`src/hw/rtl/htce_pkg.sv`:
```
// Package for the HTML table cell extractor: shared constants and the types
// that pass between the parser, the command queue and the emitter.
// Depends on nothing.
`timescale 1ns / 1ps
`default_nettype none

package htce_pkg;

   // Defaults for the top-level parameters.
   localparam int TEXT_DEPTH_DEF  = 64;
   localparam int COUNT_WIDTH_DEF = 16;

   // Width of a text length; covers every store depth up to 127 bytes.
   localparam int LEN_W = 7;

   // Widths of the fixed payload fields.
   localparam int BYTE_W = 8;
   localparam int NUM_W  = 16;

   // Result kinds.
   localparam logic KIND_TEXT = 1'b0;
   localparam logic KIND_ROW  = 1'b1;

   // Configuration register indexes.
   localparam logic [1:0] REG_ROW_FIRST = 2'd0;
   localparam logic [1:0] REG_ROW_LAST  = 2'd1;
   localparam logic [1:0] REG_COL_FIRST = 2'd2;
   localparam logic [1:0] REG_COL_LAST  = 2'd3;

   // Character codes used by the parser.
   localparam logic [7:0] CH_LT    = 8'h3C;
   localparam logic [7:0] CH_GT    = 8'h3E;
   localparam logic [7:0] CH_SLASH = 8'h2F;
   localparam logic [7:0] CH_T     = 8'h54;
   localparam logic [7:0] CH_D     = 8'h44;
   localparam logic [7:0] CH_R     = 8'h52;
   localparam logic [7:0] CH_SPACE = 8'h20;
   localparam logic [7:0] CH_TAB   = 8'h09;
   localparam logic [7:0] CH_CR    = 8'h0D;
   localparam logic [7:0] CH_LC_A  = 8'h61;
   localparam logic [7:0] CH_LC_Z  = 8'h7A;
   localparam logic [7:0] CASE_OFS = 8'h20;

   // One command from the parser to the emitter: a cell or a row marker.
   typedef struct packed {
      logic             kind;
      logic [NUM_W-1:0] row;
      logic [NUM_W-1:0] col;
      logic [LEN_W-1:0] len;
      logic             trunc;
   } cmd_type;

   // Write into the cell text store.
   typedef struct packed {
      logic              en;
      logic [LEN_W-1:0]  addr;
      logic [BYTE_W-1:0] data;
   } store_wr_type;

   function automatic logic is_ws(input logic [7:0] c);
      is_ws = (c == CH_SPACE) || ((c >= CH_TAB) && (c <= CH_CR));
   endfunction

   function automatic logic [7:0] to_upper(input logic [7:0] c);
      to_upper = ((c >= CH_LC_A) && (c <= CH_LC_Z)) ? (c - CASE_OFS) : c;
   endfunction

endpackage

`default_nettype wire

```
`src/hw/rtl/htce_if.sv`:
```
// Handshake channels of the HTML table cell extractor: the byte input and
// the result output. Depends on nothing.
`timescale 1ns / 1ps
`default_nettype none

interface htce_req_if;
   logic       valid;
   logic       ready;
   logic [7:0] in_byte;

   modport source (output valid, output in_byte, input ready);
   modport sink   (input valid, input in_byte, output ready);
endinterface

interface htce_rsp_if;
   logic        valid;
   logic        ready;
   logic        kind;
   logic [15:0] row_num;
   logic [15:0] col_num;
   logic [7:0]  text_byte;
   logic        last_of_cell;
   logic        truncated;

   modport source (output valid, output kind, output row_num, output col_num,
                   output text_byte, output last_of_cell, output truncated,
                   input ready);
   modport sink   (input valid, input kind, input row_num, input col_num,
                   input text_byte, input last_of_cell, input truncated,
                   output ready);
endinterface

`default_nettype wire

```
`src/hw/rtl/htce_front.sv`:
```
// Parser front end: accepts stream bytes, tracks the tag phase, the row and
// column counters and the window registers, writes the text store and issues
// cell and row commands. Depends on htce_pkg and htce_if.
`timescale 1ns / 1ps
`default_nettype none

module htce_front
   import htce_pkg::*;
#(
   parameter int TEXT_DEPTH  = TEXT_DEPTH_DEF,
   parameter int COUNT_WIDTH = COUNT_WIDTH_DEF
) (
   input  wire logic         clock,
   input  wire logic         reset,
   htce_req_if.sink          req,
   input  wire logic         csr_we,
   input  wire logic [1:0]   csr_index,
   input  wire logic [15:0]  csr_wdata,
   output store_wr_type      store_wr,
   output cmd_type           cmd,
   output logic              cmd_valid,
   input  wire logic         cmd_ready,
   input  wire logic         cell_done
);

   localparam int CMP_W = (COUNT_WIDTH > NUM_W) ? COUNT_WIDTH : NUM_W;

   localparam logic [2:0] PH_TEXT        = 3'd0;
   localparam logic [2:0] PH_AFTER_LT    = 3'd1;
   localparam logic [2:0] PH_AFTER_SLASH = 3'd2;
   localparam logic [2:0] PH_AFTER_T     = 3'd3;
   localparam logic [2:0] PH_SKIP        = 3'd4;
   localparam logic [2:0] PH_SKIP_CELL   = 3'd5;
   localparam logic [2:0] PH_SKIP_ROW    = 3'd6;

   logic [2:0]             phase_ff, phase_in;
   logic [COUNT_WIDTH-1:0] row_ff, row_in;
   logic [COUNT_WIDTH-1:0] col_ff, col_in;
   logic [LEN_W-1:0]       len_ff, len_in;
   logic                   ovf_ff, ovf_in;
   logic                   busy_ff, busy_in;
   logic [15:0]            row_first_ff, row_last_ff, col_first_ff, col_last_ff;

   logic             accept;
   logic [7:0]       c;
   logic [7:0]       cu;
   logic [CMP_W-1:0] row_ext, col_ext, row_inc_ext;
   logic             in_window;
   logic [COUNT_WIDTH-1:0] row_inc;

   // New bytes wait during reset, while the command queue is full and while a cell is being read out of the store.
   assign req.ready = cmd_ready && !busy_ff && !reset;
   assign accept    = req.valid && req.ready;
   assign c         = req.in_byte;
   assign cu        = to_upper(c);

   assign row_ext   = CMP_W'(row_ff);
   assign col_ext   = CMP_W'(col_ff);
   assign in_window = (CMP_W'(row_first_ff) <= row_ext) && (row_ext <= CMP_W'(row_last_ff)) &&
                      (CMP_W'(col_first_ff) <= col_ext) && (col_ext <= CMP_W'(col_last_ff));
   assign row_inc     = (row_ff != {COUNT_WIDTH{1'b1}}) ? (row_ff + 1'b1) : row_ff;
   assign row_inc_ext = CMP_W'(row_inc);

   // Phase and counter update for one accepted byte.
   always_comb begin
      phase_in  = phase_ff;
      row_in    = row_ff;
      col_in    = col_ff;
      len_in    = len_ff;
      ovf_in    = ovf_ff;
      busy_in   = busy_ff && !cell_done;
      store_wr  = '0;
      cmd       = '0;
      cmd_valid = 1'b0;
      if (accept) begin
         case (phase_ff)
            PH_TEXT: begin
               if (c == CH_LT) begin
                  phase_in = PH_AFTER_LT;
               end else if (c == CH_GT) begin
                  len_in = '0;
                  ovf_in = 1'b0;
               end else if (len_ff < LEN_W'(TEXT_DEPTH)) begin
                  store_wr.en   = 1'b1;
                  store_wr.addr = len_ff;
                  store_wr.data = c;
                  len_in        = len_ff + 1'b1;
               end else begin
                  ovf_in = 1'b1;
               end
            end
            PH_AFTER_LT: begin
               if (!is_ws(c)) begin
                  if (c == CH_SLASH) begin
                     phase_in = PH_AFTER_SLASH;
                  end else if (c == CH_GT) begin
                     len_in   = '0;
                     ovf_in   = 1'b0;
                     phase_in = PH_TEXT;
                  end else begin
                     phase_in = PH_SKIP;
                  end
               end
            end
            PH_AFTER_SLASH: begin
               if (!is_ws(c)) begin
                  phase_in = (cu == CH_T) ? PH_AFTER_T : PH_TEXT;
               end
            end
            PH_AFTER_T: begin
               if (!is_ws(c)) begin
                  if (cu == CH_D) begin
                     phase_in = PH_SKIP_CELL;
                  end else if (cu == CH_R) begin
                     phase_in = PH_SKIP_ROW;
                  end else if (c == CH_GT) begin
                     len_in   = '0;
                     ovf_in   = 1'b0;
                     phase_in = PH_TEXT;
                  end else begin
                     phase_in = PH_SKIP;
                  end
               end
            end
            PH_SKIP_CELL: begin
               if (c == CH_GT) begin
                  if ((len_ff != '0) && in_window) begin
                     cmd.kind  = KIND_TEXT;
                     cmd.row   = row_ext[NUM_W-1:0];
                     cmd.col   = col_ext[NUM_W-1:0];
                     cmd.len   = len_ff;
                     cmd.trunc = ovf_ff;
                     cmd_valid = 1'b1;
                     busy_in   = 1'b1;
                  end
                  if (col_ff != {COUNT_WIDTH{1'b1}}) begin
                     col_in = col_ff + 1'b1;
                  end
                  len_in   = '0;
                  ovf_in   = 1'b0;
                  phase_in = PH_TEXT;
               end
            end
            PH_SKIP_ROW: begin
               if (c == CH_GT) begin
                  row_in    = row_inc;
                  col_in    = COUNT_WIDTH'(1);
                  cmd.kind  = KIND_ROW;
                  cmd.row   = row_inc_ext[NUM_W-1:0];
                  cmd.col   = NUM_W'(1);
                  cmd.len   = '0;
                  cmd.trunc = 1'b0;
                  cmd_valid = 1'b1;
                  len_in    = '0;
                  ovf_in    = 1'b0;
                  phase_in  = PH_TEXT;
               end
            end
            default: begin
               if (c == CH_GT) begin
                  len_in   = '0;
                  ovf_in   = 1'b0;
                  phase_in = PH_TEXT;
               end else begin
                  phase_in = PH_SKIP;
               end
            end
         endcase
      end
   end

   // Parser state.
   always_ff @(posedge clock) begin
      if (reset) begin
         phase_ff <= PH_TEXT;
         row_ff   <= COUNT_WIDTH'(1);
         col_ff   <= COUNT_WIDTH'(1);
         len_ff   <= '0;
         ovf_ff   <= 1'b0;
         busy_ff  <= 1'b0;
      end else begin
         phase_ff <= phase_in;
         row_ff   <= row_in;
         col_ff   <= col_in;
         len_ff   <= len_in;
         ovf_ff   <= ovf_in;
         busy_ff  <= busy_in;
      end
   end

   // Window registers.
   always_ff @(posedge clock) begin
      if (reset) begin
         row_first_ff <= 16'h0000;
         row_last_ff  <= 16'hFFFF;
         col_first_ff <= 16'h0000;
         col_last_ff  <= 16'hFFFF;
      end else if (csr_we) begin
         case (csr_index)
            REG_ROW_FIRST: row_first_ff <= csr_wdata;
            REG_ROW_LAST:  row_last_ff  <= csr_wdata;
            REG_COL_FIRST: col_first_ff <= csr_wdata;
            REG_COL_LAST:  col_last_ff  <= csr_wdata;
            default: ;
         endcase
      end
   end

endmodule

`default_nettype wire

```
`src/hw/rtl/htce_queue.sv`:
```
// Two-entry command queue between the parser and the emitter.
// Depends on htce_pkg.
`timescale 1ns / 1ps
`default_nettype none

module htce_queue
   import htce_pkg::*;
(
   input  wire logic     clock,
   input  wire logic     reset,
   input  cmd_type       in_cmd,
   input  wire logic     in_valid,
   output logic          in_ready,
   output cmd_type       out_cmd,
   output logic          out_valid,
   input  wire logic     out_ready
);

   cmd_type     slot_ff [2];
   logic        wr_ptr_ff, rd_ptr_ff;
   logic [1:0]  count_ff;
   logic        push, pop;

   assign in_ready  = (count_ff != 2'd2);
   assign out_valid = (count_ff != 2'd0);
   assign out_cmd   = slot_ff[rd_ptr_ff];
   assign push      = in_valid && in_ready;
   assign pop       = out_valid && out_ready;

   // Entry storage.
   always_ff @(posedge clock) begin
      if (push) begin
         slot_ff[wr_ptr_ff] <= in_cmd;
      end
   end

   // Pointers and fill count.
   always_ff @(posedge clock) begin
      if (reset) begin
         wr_ptr_ff <= 1'b0;
         rd_ptr_ff <= 1'b0;
         count_ff  <= 2'd0;
      end else begin
         if (push) wr_ptr_ff <= !wr_ptr_ff;
         if (pop)  rd_ptr_ff <= !rd_ptr_ff;
         if (push && !pop) begin
            count_ff <= count_ff + 2'd1;
         end else if (pop && !push) begin
            count_ff <= count_ff - 2'd1;
         end
      end
   end

endmodule

`default_nettype wire

```
`src/hw/rtl/htce_back.sv`:
```
// Emitter back end: holds the cell text store, takes commands from the queue
// and sends row markers and cell bytes through a result register.
// Depends on htce_pkg and htce_if.
`timescale 1ns / 1ps
`default_nettype none

module htce_back
   import htce_pkg::*;
#(
   parameter int TEXT_DEPTH = TEXT_DEPTH_DEF
) (
   input  wire logic     clock,
   input  wire logic     reset,
   input  store_wr_type  store_wr,
   input  cmd_type       cmd,
   input  wire logic     cmd_valid,
   output logic          cmd_ready,
   output logic          cell_done,
   htce_rsp_if.source    rsp
);

   localparam int ADDR_W = (TEXT_DEPTH > 1) ? $clog2(TEXT_DEPTH) : 1;

   localparam logic [1:0] ST_IDLE = 2'd0;
   localparam logic [1:0] ST_READ = 2'd1;
   localparam logic [1:0] ST_LOAD = 2'd2;

   logic [BYTE_W-1:0] mem [TEXT_DEPTH];
   logic [BYTE_W-1:0] rd_data_ff;

   logic [1:0]        state_ff, state_in;
   cmd_type           cur_ff, cur_in;
   logic [LEN_W-1:0]  idx_ff, idx_in;

   logic              out_valid_ff, out_valid_in;
   logic              out_kind_ff, out_kind_in;
   logic [NUM_W-1:0]  out_row_ff, out_row_in;
   logic [NUM_W-1:0]  out_col_ff, out_col_in;
   logic [BYTE_W-1:0] out_byte_ff, out_byte_in;
   logic              out_last_ff, out_last_in;
   logic              out_trunc_ff, out_trunc_in;

   logic              out_free;
   logic              last_byte;

   // Text store: written by the parser, read by the sequencer.
   always_ff @(posedge clock) begin
      if (store_wr.en) begin
         mem[store_wr.addr[ADDR_W-1:0]] <= store_wr.data;
      end
      rd_data_ff <= mem[idx_ff[ADDR_W-1:0]];
   end

   assign out_free  = !out_valid_ff || rsp.ready;
   assign last_byte = (idx_ff == (cur_ff.len - 1'b1));

   // Sequencer: one store read, then one result load, per cell byte.
   always_comb begin
      state_in     = state_ff;
      cur_in       = cur_ff;
      idx_in       = idx_ff;
      cmd_ready    = 1'b0;
      cell_done    = 1'b0;
      out_valid_in = out_valid_ff && !rsp.ready;
      out_kind_in  = out_kind_ff;
      out_row_in   = out_row_ff;
      out_col_in   = out_col_ff;
      out_byte_in  = out_byte_ff;
      out_last_in  = out_last_ff;
      out_trunc_in = out_trunc_ff;
      case (state_ff)
         ST_IDLE: begin
            if (cmd_valid) begin
               if (cmd.kind == KIND_ROW) begin
                  if (out_free) begin
                     cmd_ready    = 1'b1;
                     out_valid_in = 1'b1;
                     out_kind_in  = KIND_ROW;
                     out_row_in   = cmd.row;
                     out_col_in   = cmd.col;
                     out_byte_in  = '0;
                     out_last_in  = 1'b1;
                     out_trunc_in = 1'b0;
                  end
               end else begin
                  cmd_ready = 1'b1;
                  cur_in    = cmd;
                  idx_in    = '0;
                  state_in  = ST_READ;
               end
            end
         end
         ST_READ: begin
            state_in = ST_LOAD;
         end
         ST_LOAD: begin
            if (out_free) begin
               out_valid_in = 1'b1;
               out_kind_in  = KIND_TEXT;
               out_row_in   = cur_ff.row;
               out_col_in   = cur_ff.col;
               out_byte_in  = rd_data_ff;
               out_last_in  = last_byte;
               out_trunc_in = cur_ff.trunc;
               if (last_byte) begin
                  cell_done = 1'b1;
                  state_in  = ST_IDLE;
               end else begin
                  idx_in   = idx_ff + 1'b1;
                  state_in = ST_READ;
               end
            end
         end
         default: begin
            state_in = ST_IDLE;
         end
      endcase
   end

   // Control state.
   always_ff @(posedge clock) begin
      if (reset) begin
         state_ff     <= ST_IDLE;
         out_valid_ff <= 1'b0;
      end else begin
         state_ff     <= state_in;
         out_valid_ff <= out_valid_in;
      end
   end

   // Payload registers.
   always_ff @(posedge clock) begin
      cur_ff       <= cur_in;
      idx_ff       <= idx_in;
      out_kind_ff  <= out_kind_in;
      out_row_ff   <= out_row_in;
      out_col_ff   <= out_col_in;
      out_byte_ff  <= out_byte_in;
      out_last_ff  <= out_last_in;
      out_trunc_ff <= out_trunc_in;
   end

   assign rsp.valid        = out_valid_ff;
   assign rsp.kind         = out_kind_ff;
   assign rsp.row_num      = out_row_ff;
   assign rsp.col_num      = out_col_ff;
   assign rsp.text_byte    = out_byte_ff;
   assign rsp.last_of_cell = out_last_ff;
   assign rsp.truncated    = out_trunc_ff;

endmodule

`default_nettype wire

```
`src/hw/rtl/html_table_cell_extractor_core.sv`:
```
// HTML table cell extractor. Plain text, tag and row bytes are taken at one
// item per cycle while the command queue has room. When a cell closes, input
// waits while the text is read out of the store: each cell byte takes a store
// read and then a result load in the back-end sequencer. A result is held in
// its register until taken. Reset is synchronous: phase to plain text, row
// and column to one, window to its full range; the text store is not cleared.
`timescale 1ns / 1ps
`default_nettype none

module html_table_cell_extractor_core
   import htce_pkg::*;
#(
   parameter int TEXT_DEPTH  = TEXT_DEPTH_DEF,
   parameter int COUNT_WIDTH = COUNT_WIDTH_DEF
) (
   input  wire logic        clock,
   input  wire logic        reset,
   htce_req_if.sink         req_ch,
   htce_rsp_if.source       rsp_ch,
   input  wire logic        csr_we,
   input  wire logic [1:0]  csr_index,
   input  wire logic [15:0] csr_wdata
);

   store_wr_type store_wr;
   cmd_type      push_cmd, pop_cmd;
   logic         push_valid, push_ready;
   logic         pop_valid, pop_ready;
   logic         cell_done;

   // Parser.
   htce_front #(
      .TEXT_DEPTH  (TEXT_DEPTH),
      .COUNT_WIDTH (COUNT_WIDTH)
   ) u_front (
      .clock     (clock),
      .reset     (reset),
      .req       (req_ch),
      .csr_we    (csr_we),
      .csr_index (csr_index),
      .csr_wdata (csr_wdata),
      .store_wr  (store_wr),
      .cmd       (push_cmd),
      .cmd_valid (push_valid),
      .cmd_ready (push_ready),
      .cell_done (cell_done)
   );

   // Command queue.
   htce_queue u_queue (
      .clock     (clock),
      .reset     (reset),
      .in_cmd    (push_cmd),
      .in_valid  (push_valid),
      .in_ready  (push_ready),
      .out_cmd   (pop_cmd),
      .out_valid (pop_valid),
      .out_ready (pop_ready)
   );

   // Emitter.
   htce_back #(
      .TEXT_DEPTH (TEXT_DEPTH)
   ) u_back (
      .clock     (clock),
      .reset     (reset),
      .store_wr  (store_wr),
      .cmd       (pop_cmd),
      .cmd_valid (pop_valid),
      .cmd_ready (pop_ready),
      .cell_done (cell_done),
      .rsp       (rsp_ch)
   );

endmodule

`default_nettype wire
```
`src/flat_wrapper.sv`:
```
// flat-port wrapper written by rule: the top's interface ports become plain ports
module html_table_cell_extractor_core_flat import htce_pkg::*;
#(
   parameter int TEXT_DEPTH  = TEXT_DEPTH_DEF,
   parameter int COUNT_WIDTH = COUNT_WIDTH_DEF
)
  (clock, reset, csr_we, csr_index, csr_wdata, req_ch_valid, req_ch_in_byte, req_ch_ready, rsp_ch_valid, rsp_ch_kind, rsp_ch_row_num, rsp_ch_col_num, rsp_ch_text_byte, rsp_ch_last_of_cell, rsp_ch_truncated, rsp_ch_ready);
  htce_req_if req_ch_i ();
  htce_rsp_if rsp_ch_i ();
  input  wire logic clock;
  input  wire logic reset;
  input  wire logic csr_we;
  input  wire logic [1:0] csr_index;
  input  wire logic [15:0] csr_wdata;
  input wire logic [$bits(req_ch_i.valid)-1:0] req_ch_valid;
  input wire logic [$bits(req_ch_i.in_byte)-1:0] req_ch_in_byte;
  output wire logic [$bits(req_ch_i.ready)-1:0] req_ch_ready;
  output wire logic [$bits(rsp_ch_i.valid)-1:0] rsp_ch_valid;
  output wire logic [$bits(rsp_ch_i.kind)-1:0] rsp_ch_kind;
  output wire logic [$bits(rsp_ch_i.row_num)-1:0] rsp_ch_row_num;
  output wire logic [$bits(rsp_ch_i.col_num)-1:0] rsp_ch_col_num;
  output wire logic [$bits(rsp_ch_i.text_byte)-1:0] rsp_ch_text_byte;
  output wire logic [$bits(rsp_ch_i.last_of_cell)-1:0] rsp_ch_last_of_cell;
  output wire logic [$bits(rsp_ch_i.truncated)-1:0] rsp_ch_truncated;
  input wire logic [$bits(rsp_ch_i.ready)-1:0] rsp_ch_ready;
  assign req_ch_i.valid = req_ch_valid;
  assign req_ch_i.in_byte = req_ch_in_byte;
  assign req_ch_ready = req_ch_i.ready;
  assign rsp_ch_valid = rsp_ch_i.valid;
  assign rsp_ch_kind = rsp_ch_i.kind;
  assign rsp_ch_row_num = rsp_ch_i.row_num;
  assign rsp_ch_col_num = rsp_ch_i.col_num;
  assign rsp_ch_text_byte = rsp_ch_i.text_byte;
  assign rsp_ch_last_of_cell = rsp_ch_i.last_of_cell;
  assign rsp_ch_truncated = rsp_ch_i.truncated;
  assign rsp_ch_i.ready = rsp_ch_ready;
  html_table_cell_extractor_core #(.TEXT_DEPTH(TEXT_DEPTH), .COUNT_WIDTH(COUNT_WIDTH)) u_core (.clock(clock), .reset(reset), .req_ch(req_ch_i), .rsp_ch(rsp_ch_i), .csr_we(csr_we), .csr_index(csr_index), .csr_wdata(csr_wdata));
endmodule
```
`config.mk`:
```
export PLATFORM = sky130hd
export DESIGN_NAME = html_table_cell_extractor_core_flat
export DESIGN_NICKNAME = d
export VERILOG_FILES = /design/src/hw/rtl/htce_pkg.sv /design/src/hw/rtl/htce_if.sv /design/src/hw/rtl/htce_front.sv /design/src/hw/rtl/htce_queue.sv /design/src/hw/rtl/htce_back.sv /design/src/hw/rtl/html_table_cell_extractor_core.sv /design/src/flat_wrapper.sv
export SDC_FILE = /design/constraint.sdc
export NUM_CORES = 1
export LEC_CHECK = 0
export BUFFER_PORTS_ARGS = -buffer_cell sky130_fd_sc_hd__buf_2
export CORE_AREA = 2 2 338 340
export DETAILED_ROUTE_END_ITERATION = 10
export DIE_AREA = 0 0 340 342
export PLACE_DENSITY = 0.41
export SETUP_SLACK_MARGIN = 0.3
export SKIP_CTS_REPAIR_TIMING = 1
export SLEW_MARGIN = 20
export SYNTH_ARGS = -nofsm -noshare
export SYNTH_HDL_FRONTEND = slang
export SYNTH_SLANG_ARGS = --single-unit
```
`constraint.sdc`:
```
create_clock -name clock -period 10.1 [get_ports clock]
set_clock_uncertainty 0.05 [all_clocks]
set_input_delay 0.505 -clock clock [delete_from_list [all_inputs] [get_ports clock]]
set_output_delay 0.505 -clock clock [all_outputs]
set_load 0.01 [all_outputs]
```
==> flow_summary_export.csv, run 1 <==
group,metric,value,unit
setup_path,crit_required,10.34,ns
clocking,cts.path.max_buffers,3,
run_status,status,"finished, final reports clean",
setup_path,startpoint_type,"flip-flop",
synth,synth-edff-count,684,
detailed_routing,viasPerCell,4.89,
setup_path,arrival,4.53,ns
detailed_routing,drt-initial-drc-count,1418,
sta,period_share,42.5,%
clocking,cts_buffers,94,
sta,drv_slew,0,
setup_path,cp_cell_sequence,"inv_2 -> a2111oi_4 -> nand3b_1 -> a21oi_1 -> buf_4 -> nand4_1 -> nor2_1",
synth,yosysMostFrequentCell,"edfxtp_1",
detailed_routing,vias,18700,
global_route,grt_pass1_wl,135,mm
final_layout,nNetsFinal,2340,
final_layout,post-route-cell-area,38900,sq um
sta,worstMarginPinSlew,1.17,ns
power_and_ir_drop,power_density,216,nW/um^2
sta,setup_tns,0,ns
global_route,grt_pass1_vias,18800,
worst_hold_path,hold_path_class,"primary input to flip-flop",
clocking,clk_latency,0.68,ns
final_layout,register_area,23000,sq um
detailed_routing,dr.pass1.iters,6,
synth,synthArstFlopShare,0,%
setup_path,worst_path_largest_cell_delay,0.99,ns
final_layout,largest_reg_flops,512,
place,dp_hpwl,60.9,mm
synth,synth_warnings,0,
final_layout,drive_above_1_share,21.6,%
clocking,cts_sinks,808,
global_route,antenna_found_initial,11,
final_layout,fillers,10800,
flow_run,drv_cap,0,
floorplanning,io_pins,76,
setup_path,ff2ff_setup_slack,5.81,ns
synth,synth.area.top_cells,"edfxtp_1 (61%), mux4_2 (11%), dfxtp_1 (7.4%), nor2_1 (3.1%), ha_1 (2.7%)",
synth,netlist_instances,2137,
sta,rsz0062_at_grt,"false",
synth,synth_flop_cell,"edfxtp_1",
setup_path,worstSetupEndpointType,"flip-flop",
global_route,grt_usage,16.0,%
synth,synth_commonest_cells,"edfxtp_1 (684), nor2_1 (277), mux4_2 (168)",
synth,ys_seq_elements,808,
synth,yosysTopAreaCellShare,61.3,%
clocking,cts_tree,"done",
synth,yosys.cell_types.count,65,
synth,yosysTopAreaCell,"edfxtp_1",
global_route,grt_overflow,0,
setup_path,path_class,"flip-flop to flip-flop",
clocking,cts_root_buf,"clkbuf_16",
detailed_routing,antenna_left,0,
setup_path,slowest_stage,"nor2_1",
floorplanning,die_y,342,um
sta,hold_slack,0.0994,ns
floorplanning,start_util,29.6,%
place,port_buffers,75,
setup_path,worstPathMaxFanout,13,
synth,synth-seq-area-share,68.8,%
final_layout,antenna_cells,0,
detailed_routing,routedWlPerCell,24.4,um
place,gp_congestion,0.802,
final_layout,fin_cells,3824,
sta,setup_ws,5.81,ns
sta,post-route-min-period,4.29,ns
detailed_routing,routed_wl,93.3,mm
final_layout,multi_input_area,9820,sq um
synth,syn_area,33500,sq um
global_route,grt_max_degree,76,
detailed_routing,drc,0,
clocking,clkSlewWorstSetupHoldPaths,0.06,ns
synth,syn_nets,2241,
power_and_ir_drop,peakVddDrop,0.000143,V
synth,syn_area_per_cell,15.7,sq um
floorplanning,coreArea,113000,sq um
place,placed_cells,3652,
sta,max_slew_margin,22.1,%
sta,fmax,233,MHz
sta,setup_viol,0,
power_and_ir_drop,p_leak,0.0132,uW
floorplanning,row_count,124,
sta,hold_viol_final,0,
place,postPlaceCellArea,35700,sq um
place,pre_cts_ws,5.68,ns
clocking,htree_levels,3,
floorplanning,die_w,340,um
final_layout,syn2layout_area_growth,16.3,%
floorplanning,die_area,116000,sq um
-- metrics by stage --
stage	power (uW)	utilization, %
global placement	4950	31.5
floorplan	4540	-
detailed placement	4950	31.5
CTS	8540	34.4
global route	8720	34.4
finish	8410	34.4
-- kinds of logic (layout without fill, tap and decap cells) --
kind of cell / after synthesis / after routing / share of synthesized area, %
simple gates: 592 / 592 / 8.14
flops: 808 / 808 / 68.8
buf+inv: 187 / 362 / 2.18
mux: 213 / 213 / 12.8
xor+xnor: 42 / 42 / 1.10
fa+ha+maj: 73 / 73 / 2.73
compound gates: 222 / 222 / 4.30
-- layout by cell type (no fill, tap or decap), types with 14 or more instances in the layout --
cell type	netlist	final
nand4_1	26	26
bufinv_16	0	14
nor2_1	277	272
ha_1	73	73
nand3_1	37	37
buf_2	19	74
a211o_1	31	31
mux2_2	41	41
xnor2_1	31	31
edfxtp_1	684	684
a21oi_1	97	96
buf_4	1	34
clkbuf_16	0	94
clkbuf_1	65	16
dfxtp_1	124	123
and2_1	23	17
clkinv_1	2	17
or3_1	14	14
inv_1	78	78
mux4_2	168	168
nor3_1	22	20
nand2_1	120	120
o21ai_0	31	31
-- layer usage --
metal | up-vias | track usage [%] | part of all wire [%]
li1 | 8385 | - | -
met1 | 9612 | 20.5 | 43
met2 | 514 | 26.6 | 48
met3 | 165 | 3.60 | 5.7
met4 | 12 | 5.82 | 3.2
met5 | - | 0 | 0.072
-- path summary, 6_finish.rpt --
check                                                    from                                          end  depth (start not counted)
setup / recovery      u_core.u_queue.count_ff[0]$_SDFFE_PP0P_           u_core.u_back.mem[61][4]$_DFFE_PP_                          7
hold / removal                                   csr_wdata[1]   u_core.u_front.col_last_ff[1]$_SDFFE_PP1P_                          2
setup reg to reg      u_core.u_queue.count_ff[0]$_SDFFE_PP0P_           u_core.u_back.mem[61][4]$_DFFE_PP_                          7
hold reg to reg   u_core.u_front.row_first_ff[0]$_SDFFE_PP0P_  u_core.u_front.row_first_ff[0]$_SDFFE_PP0P_                          2
-- final cells by class --
class	instances	share of cell area (%)
clock buffer	121	6.58
clock inverter	51	1.81
inverter	81	0.781
multi-input combinational	1142	25.2
sequential	808	59.1
tap	1512	4.86
timing repair buffer	109	1.64
-- critical path, delay by kind of cell (launching register included) --
family          cells  cell delay (ns)
simple gates        3             2.28
buf+inv             2             0.29
flops               1             0.41
compound gates      2             0.86
-- power breakdown --
| part | total, uW | switching, uW | internal, uW |
|---|---|---|---|
| clock | 3560 | 1400 | 2160 |
| sequential | 3890 | 85.6 | 3800 |
| combinational | 969 | 592 | 377 |
Power figures use the tool's default switching activity.
==> run 2, diff against run 1 <==
ABC_AREA = 1   (was unset)
CORE_AREA = 2 2 343 345   (was 2 2 338 340)
DIE_AREA = 0 0 345 347   (was 0 0 340 342)
clock period = 4.5 ns   (was 10.1 ns; I/O delays follow)
==> flow_summary_export.csv, run 2 <==
group,metric,value,unit
synth,synth-seq-area-share,66.7,%
place,dp_hpwl,64.5,mm
final_layout,drive_above_1_share,12.8,%
sta,fmax,268,MHz
power_and_ir_drop,p_clk_share,35.6,%
final_layout,nNetsFinal,3239,
sta,post-route-min-period,3.73,ns
clocking,htree_levels,3,
clocking,clk_latency,0.68,ns
sta,setup_viol,0,
power_and_ir_drop,p_sw_share,31.5,%
setup_path,path_class,"flip-flop to flip-flop",
worst_hold_path,hold_path_class,"primary input to flip-flop",
floorplanning,start_util,29.8,%
detailed_routing,vias,23500,
global_route,grt_usage,17.0,%
clocking,cts_root_buf,"clkbuf_16",
detailed_routing,viasPerCell,4.96,
sta,hold_slack,0.00588,ns
synth,syn_nets,3148,
synth,syn_area_per_cell,11.3,sq um
power_and_ir_drop,internal_power,14200,uW
clocking,cts_tree,"done",
setup_path,worstSetupEndpointType,"flip-flop",
synth,yosysTopAreaCellShare,59.5,%
setup_path,startpoint_type,"flip-flop",
final_layout,antenna_cells,0,
floorplanning,die_y,347,um
sta,setup_tns,0,ns
global_route,grt_pass1_vias,23400,
final_layout,largest_reg_flops,512,
synth,synth_flop_cell,"edfxtp_1",
final_layout,final_cell_mix,"edfxtp_1 (684), nor2_1 (444), nand2_1 (371), o21ai_0 (333), inv_1 (172)",
floorplanning,coreArea,116000,sq um
place,port_buffers,75,
global_route,antenna_found_initial,0,
synth,syn_area,34500,sq um
synth,ys_seq_elements,808,
detailed_routing,drt-initial-drc-count,1741,
power_and_ir_drop,p_seq_share,42.7,%
synth,synth_commonest_cells,"edfxtp_1 (684), nor2_1 (456), nand2_1 (371)",
final_layout,fillers,11500,
floorplanning,die_area,120000,sq um
floorplanning,die_w,345,um
synth,yosysMostFrequentCell,"edfxtp_1",
synth,synthArstFlopShare,0,%
global_route,grt_overflow,0,
clocking,cts_buffers,93,
power_and_ir_drop,power_density,520,nW/um^2
setup_path,arrival,4.02,ns
synth,synth.area.top_cells,"edfxtp_1 (60%), dfxtp_1 (7.2%), nor2_1 (5.0%), o21ai_0 (4.8%), nand2_1 (4.0%)",
final_layout,layout_commonest_cell,"edfxtp_1",
global_route,grt_pass1_wl,154,mm
flow_run,drv_cap,0,
sta,rsz0062_at_grt,"false",
clocking,cts_sinks,808,
detailed_routing,antenna_left,0,
power_and_ir_drop,peakVddDrop,0.000405,V
place,gp_congestion,0.857,
synth,synth-edff-count,684,
clocking,cts.path.max_buffers,3,
detailed_routing,routed_wl,103,mm
sta,period_share,82.8,%
sta,drv_slew,0,
power_and_ir_drop,p_sw,6560,uW
sta,worstMarginPinSlew,1.09,ns
synth,synth_warnings,0,
final_layout,syn2layout_area_growth,15.8,%
synth,netlist_instances,3044,
detailed_routing,drc,0,
floorplanning,io_pins,76,
final_layout,post-route-util,34.5,%
detailed_routing,routedWlPerCell,21.8,um
run_status,status,"finished, final reports clean",
synth,yosysTopAreaCell,"edfxtp_1",
sta,max_slew_margin,27.2,%
global_route,grt_max_degree,177,
detailed_routing,dr.pass1.iters,5,
setup_path,crit_required,4.80,ns
floorplanning,row_count,125,
synth,yosys.cell_types.count,51,
setup_path,worstPathMaxFanout,12,
clocking,clkSlewWorstSetupHoldPaths,0.06,ns
power_and_ir_drop,power_frac_comb,21.7,%
power_and_ir_drop,p_leak,0.0140,uW
sta,hold_viol_final,0,
run 2: cell count changes after synthesis, sizes merged, moves of 31 or more:
cell    before  now
nand2      120  382
nand3       39  126
a211o       31    0
nor2       277  468
o22ai        0   82
o21ai       31  339
o211ai       6   37
clkbuf      65  115
mux4       168    0
inv         79  202
o221ai       1   47
a21oi       97  133
run 2: area by class of cell:
type / count / area (sq um) / area share (%)
clock buffers: 120 / 2500 / 6.25
clock inverters: 51 / 460 / 1.15
inverters: 205 / 782 / 1.96
multi-input cells: 1878 / 10200 / 25.5
flip-flops and latches: 808 / 23000 / 57.6
well taps: 1524 / 1910 / 4.77
repair buffers: 149 / 1090 / 2.73
run 2: worst paths after layout:
kind | cells after the start | to | slack [ns] | from
max | 10 | u_core.u_back.mem[0][7]$_DFFE_PP_ | 0.77 | u_core.u_queue.count_ff[0]$_SDFFE_PP0P_
min | 5 | u_core.u_front.phase_ff[1]$_SDFFE_PP0P_ | 0.006 | req_ch_in_byte[4]
max reg2reg | 10 | u_core.u_back.mem[0][7]$_DFFE_PP_ | 0.77 | u_core.u_queue.count_ff[0]$_SDFFE_PP0P_
min reg2reg | 2 | u_core.u_front.col_first_ff[4]$_SDFFE_PP0P_ | 0.41 | u_core.u_front.col_first_ff[4]$_SDFFE_PP0P_
run 2: routing by layer:
metal	GRT usage (%)	up-vias	wire length [um]
li1	-	11100	-
met1	22.5	11700	46000
met2	29.0	578	50400
met3	2.49	128	4690
met4	4.65	0	2090
met5	0	-	0
run 2: critical path, stage by stage, from the launching register on:
cell,delay (ns)
dfxtp_1,0.37
nor2_1,0.09
nor3_4,0.14
nand2_2,0.23
inv_2,0.26
nand4_2,0.18
buf_4,0.27
a31oi_1,0.76
inv_1,0.55
nand3_1,0.23
inv_1,0.26
run 2: cell families (layout without fill, tap and decap cells):
group / after synthesis / after routing / share of synthesized area (%)
adder cells (fa/ha/maj): 73 / 73 / 2.65
multiplexers: 40 / 40 / 1.30
flip-flops: 808 / 808 / 66.7
AO/OA/AOI/OAI: 659 / 659 / 10.8
AND/OR/NAND/NOR: 1084 / 1084 / 13.9
XOR/XNOR: 22 / 22 / 0.558
buffers and inverters: 358 / 525 / 4.08
run 2: stage by stage:
step                cells  worst slack (ns)  cell area, sq um  power (uW)
global placement     4545             0.802             36800       13600
floorplan            3044             0.479             34500       11700
CTS                  4716             0.786             39800       21100
detailed placement   4545             0.807             36800       13600
global route         4735             0.629             40000       21800
finish               4735             0.775             40000       20800
run 2: power groups by stage:
| stage | logic, uW | registers [uW] | clock network, uW |
|---|---|---|---|
| 2_1_floorplan | 2630 | 9070 | 0 |
| 3_3_place_gp | 4540 | 9040 | 0 |
| 3_5_place_dp | 4550 | 9040 | 0 |
| 4_1_cts | 4570 | 8890 | 7630 |
| 5_1_grt | 4960 | 8920 | 7920 |
| 6_report | 4500 | 8880 | 7410 |
==> run 3, diff against run 2 <==
clock period = 3.85 ns   (was 4.5 ns; I/O delays follow)
==> flow_summary_export.csv, run 3 (synthesis gave the netlist of run 2 again) <==
group,metric,value,unit
setup_path,path_buf_inv,2,
worst_hold_path,min_from,"req_ch_valid",
floorplanning,die_area,120000,sq um
detailed_routing,drc,0,
setup_path,startpoint_type,"flip-flop",
floorplanning,start_util,29.8,%
setup_path,reg2reg_depth,16,
detailed_routing,vias,23600,
flow_run,drv_cap,0,
final_layout,nNetsFinal,3287,
power_and_ir_drop,peakVddDrop,0.000330,V
clocking,cts_buffers,94,
setup_path,slowest_stage,"dfxtp_1",
run_status,status,"finished, final reports clean",
floorplanning,die_w,345,um
global_route,antenna_found_initial,0,
sta,rsz0062_at_grt,"false",
clocking,cts_sinks,808,
place,pre_cts_ws,0.551,ns
floorplanning,coreArea,116000,sq um
place,port_buffers,75,
setup_path,crit-reg2reg-capture,"u_core.u_queue.count_ff[1]$_SDFFE_PP0P_",
final_layout,final_cell_mix,"edfxtp_1 (684), nor2_1 (444), nand2_1 (371), o21ai_0 (333), inv_1 (174)",
detailed_routing,routedWlPerCell,21.5,um
place,dp_hpwl,65.2,mm
global_route,grt_pass1_vias,23600,
final_layout,layout_commonest_cell,"edfxtp_1",
sta,period_share,78.6,%
power_and_ir_drop,finalPower,24400,uW
setup_path,crit_family,"simple AND/OR/NAND/NOR gates",
setup_path,crit_required,4.36,ns
global_route,grt_overflow,0,
sta,fmax,331,MHz
floorplanning,io_pins,76,
clocking,cts.path.max_buffers,3,
detailed_routing,drt-initial-drc-count,1691,
clocking,cts_tree,"done",
clocking,htree_levels,3,
final_layout,drive_above_1_share,14.1,%
worst_hold_path,min_to,"u_core.u_front.busy_ff$_SDFF_PP0_",
detailed_routing,viasPerCell,4.94,
global_route,grt_pass1_wl,154,mm
sta,drv_slew,0,
sta,setup_ws,0.824,ns
sta,worstMarginPinSlew,1.08,ns
setup_path,cp_cell_sequence,"inv_1 -> ha_1 -> nand2_1 -> nor4_1 -> nand2_1 -> nand2_1 -> nand2_1 -> nand2_1 -> inv_2 -> nand3_1 -> nand2_1 -> ha_1 -> a21oi_1 -> o21ai_0 -> o21ai_0 -> a21oi_1",
power_and_ir_drop,p_leak,0.0143,uW
sta,hold_viol_final,0,
sta,post-route-min-period,3.03,ns
sta,setup_viol,0,
setup_path,worstPathMaxFanout,4,
setup_path,arrival,3.54,ns
setup_path,crit_top_cell,"nand2_1",
floorplanning,die_y,347,um
worst_hold_path,hold_depth,5,
setup_path,path_class,"flip-flop to flip-flop",
global_route,grt_usage,16.9,%
global_route,grt_max_degree,195,
detailed_routing,dr.pass1.iters,6,
clocking,clk_latency,0.68,ns
clocking,clkSlewWorstSetupHoldPaths,0.06,ns
final_layout,syn2layout_area_growth,17.0,%
power_and_ir_drop,power_density,603,nW/um^2
setup_path,worst_path_largest_cell_delay,0.48,ns
final_layout,antenna_cells,0,
clocking,cts_root_buf,"clkbuf_16",
setup_path,worstSetupEndpointType,"flip-flop",
final_layout,post-route-util,34.9,%
floorplanning,row_count,125,
detailed_routing,antenna_left,0,
final_layout,largest_reg_flops,512,
worst_hold_path,hold_path_class,"primary input to flip-flop",
setup_path,ff2ff_setup_slack,0.82,ns
detailed_routing,routed_wl,103,mm
place,gp_congestion,0.862,
sta,max_slew_margin,27.7,%
setup_path,r2r_start,"u_core.u_front.col_ext[13]$_SDFFE_PP0P_",
## run 3: cell count changes in the layout (fill, tap and decap cells not counted), sizes merged
cell and delta:
buf +48, clkbuf -6, clkinv +5, clkinvlp +2, inv +2, dlygate4sd3 -1
## run 3: where the power goes
| group | switching, uW | internal (uW) | leakage (uW) |
|---|---|---|---|
| sequential | 252 | 10200 | 0.00734 |
| clock | 3690 | 5020 | 0.00146 |
| combinational | 3700 | 1530 | 0.00547 |
| total | 7640 | 16700 | 0.0143 |
## run 3: metrics by stage
step	hold WS, ns	setup TNS (ns)	std cells	instance area, sq um
2_1_floorplan	0.256	-13.99	3044	34500
3_3_place_gp	0.388	0	4592	37200
3_5_place_dp	0.397	0	4592	37200
4_1_cts	-0.316	0	4766	40200
5_1_grt	0.0198	0	4785	40400
6_report	0.0210	0	4785	40400
## run 3: layout make-up
class	count	area, sq um
fillers	11500	75300
clock buffers	114	2490
clock inverters	60	505
inverters	205	783
multi-input cells	1878	10200
flip-flops and latches	808	23000
well taps	1524	1910
repair buffers	196	1480
## run 3: worst max-delay path by stage
stage	end	from	cells after the start
global route	u_core.u_queue.count_ff[1]$_SDFFE_PP0P_	u_core.u_front.col_ext[13]$_SDFFE_PP0P_	16
CTS	u_core.u_queue.slot_ff[0][28]$_DFFE_PP_	u_core.u_front.len_ff[0]$_SDFFE_PP0P_	12
global placement	u_core.u_queue.count_ff[1]$_SDFFE_PP0P_	u_core.u_front.row_ext[13]$_SDFFE_PP0P_	15
floorplan	u_core.u_queue.slot_ff[0][0]$_DFFE_PP_	u_core.u_front.col_ext[15]$_SDFFE_PP0P_	12
finish	u_core.u_queue.count_ff[1]$_SDFFE_PP0P_	u_core.u_front.col_ext[13]$_SDFFE_PP0P_	16
detailed placement	u_core.u_queue.slot_ff[1][39]$_DFFE_PP_	u_core.u_front.len_ff[0]$_SDFFE_PP0P_	12
## run 3: metal layers
metal,vias to the layer above,part of all wire (%),GRT usage [%]
li1,11200,-,-
met1,11700,45,22.8
met2,570,48,28.6
met3,127,4.2,2.33
met4,0,2.1,4.56
met5,-,0,0
## run 3: worst min-delay path: stages
cell,delay [ns]
buf_2,0.13
nand2_2,0.08
inv_2,0.08
nand3_1,0.14
a21oi_1,0.08
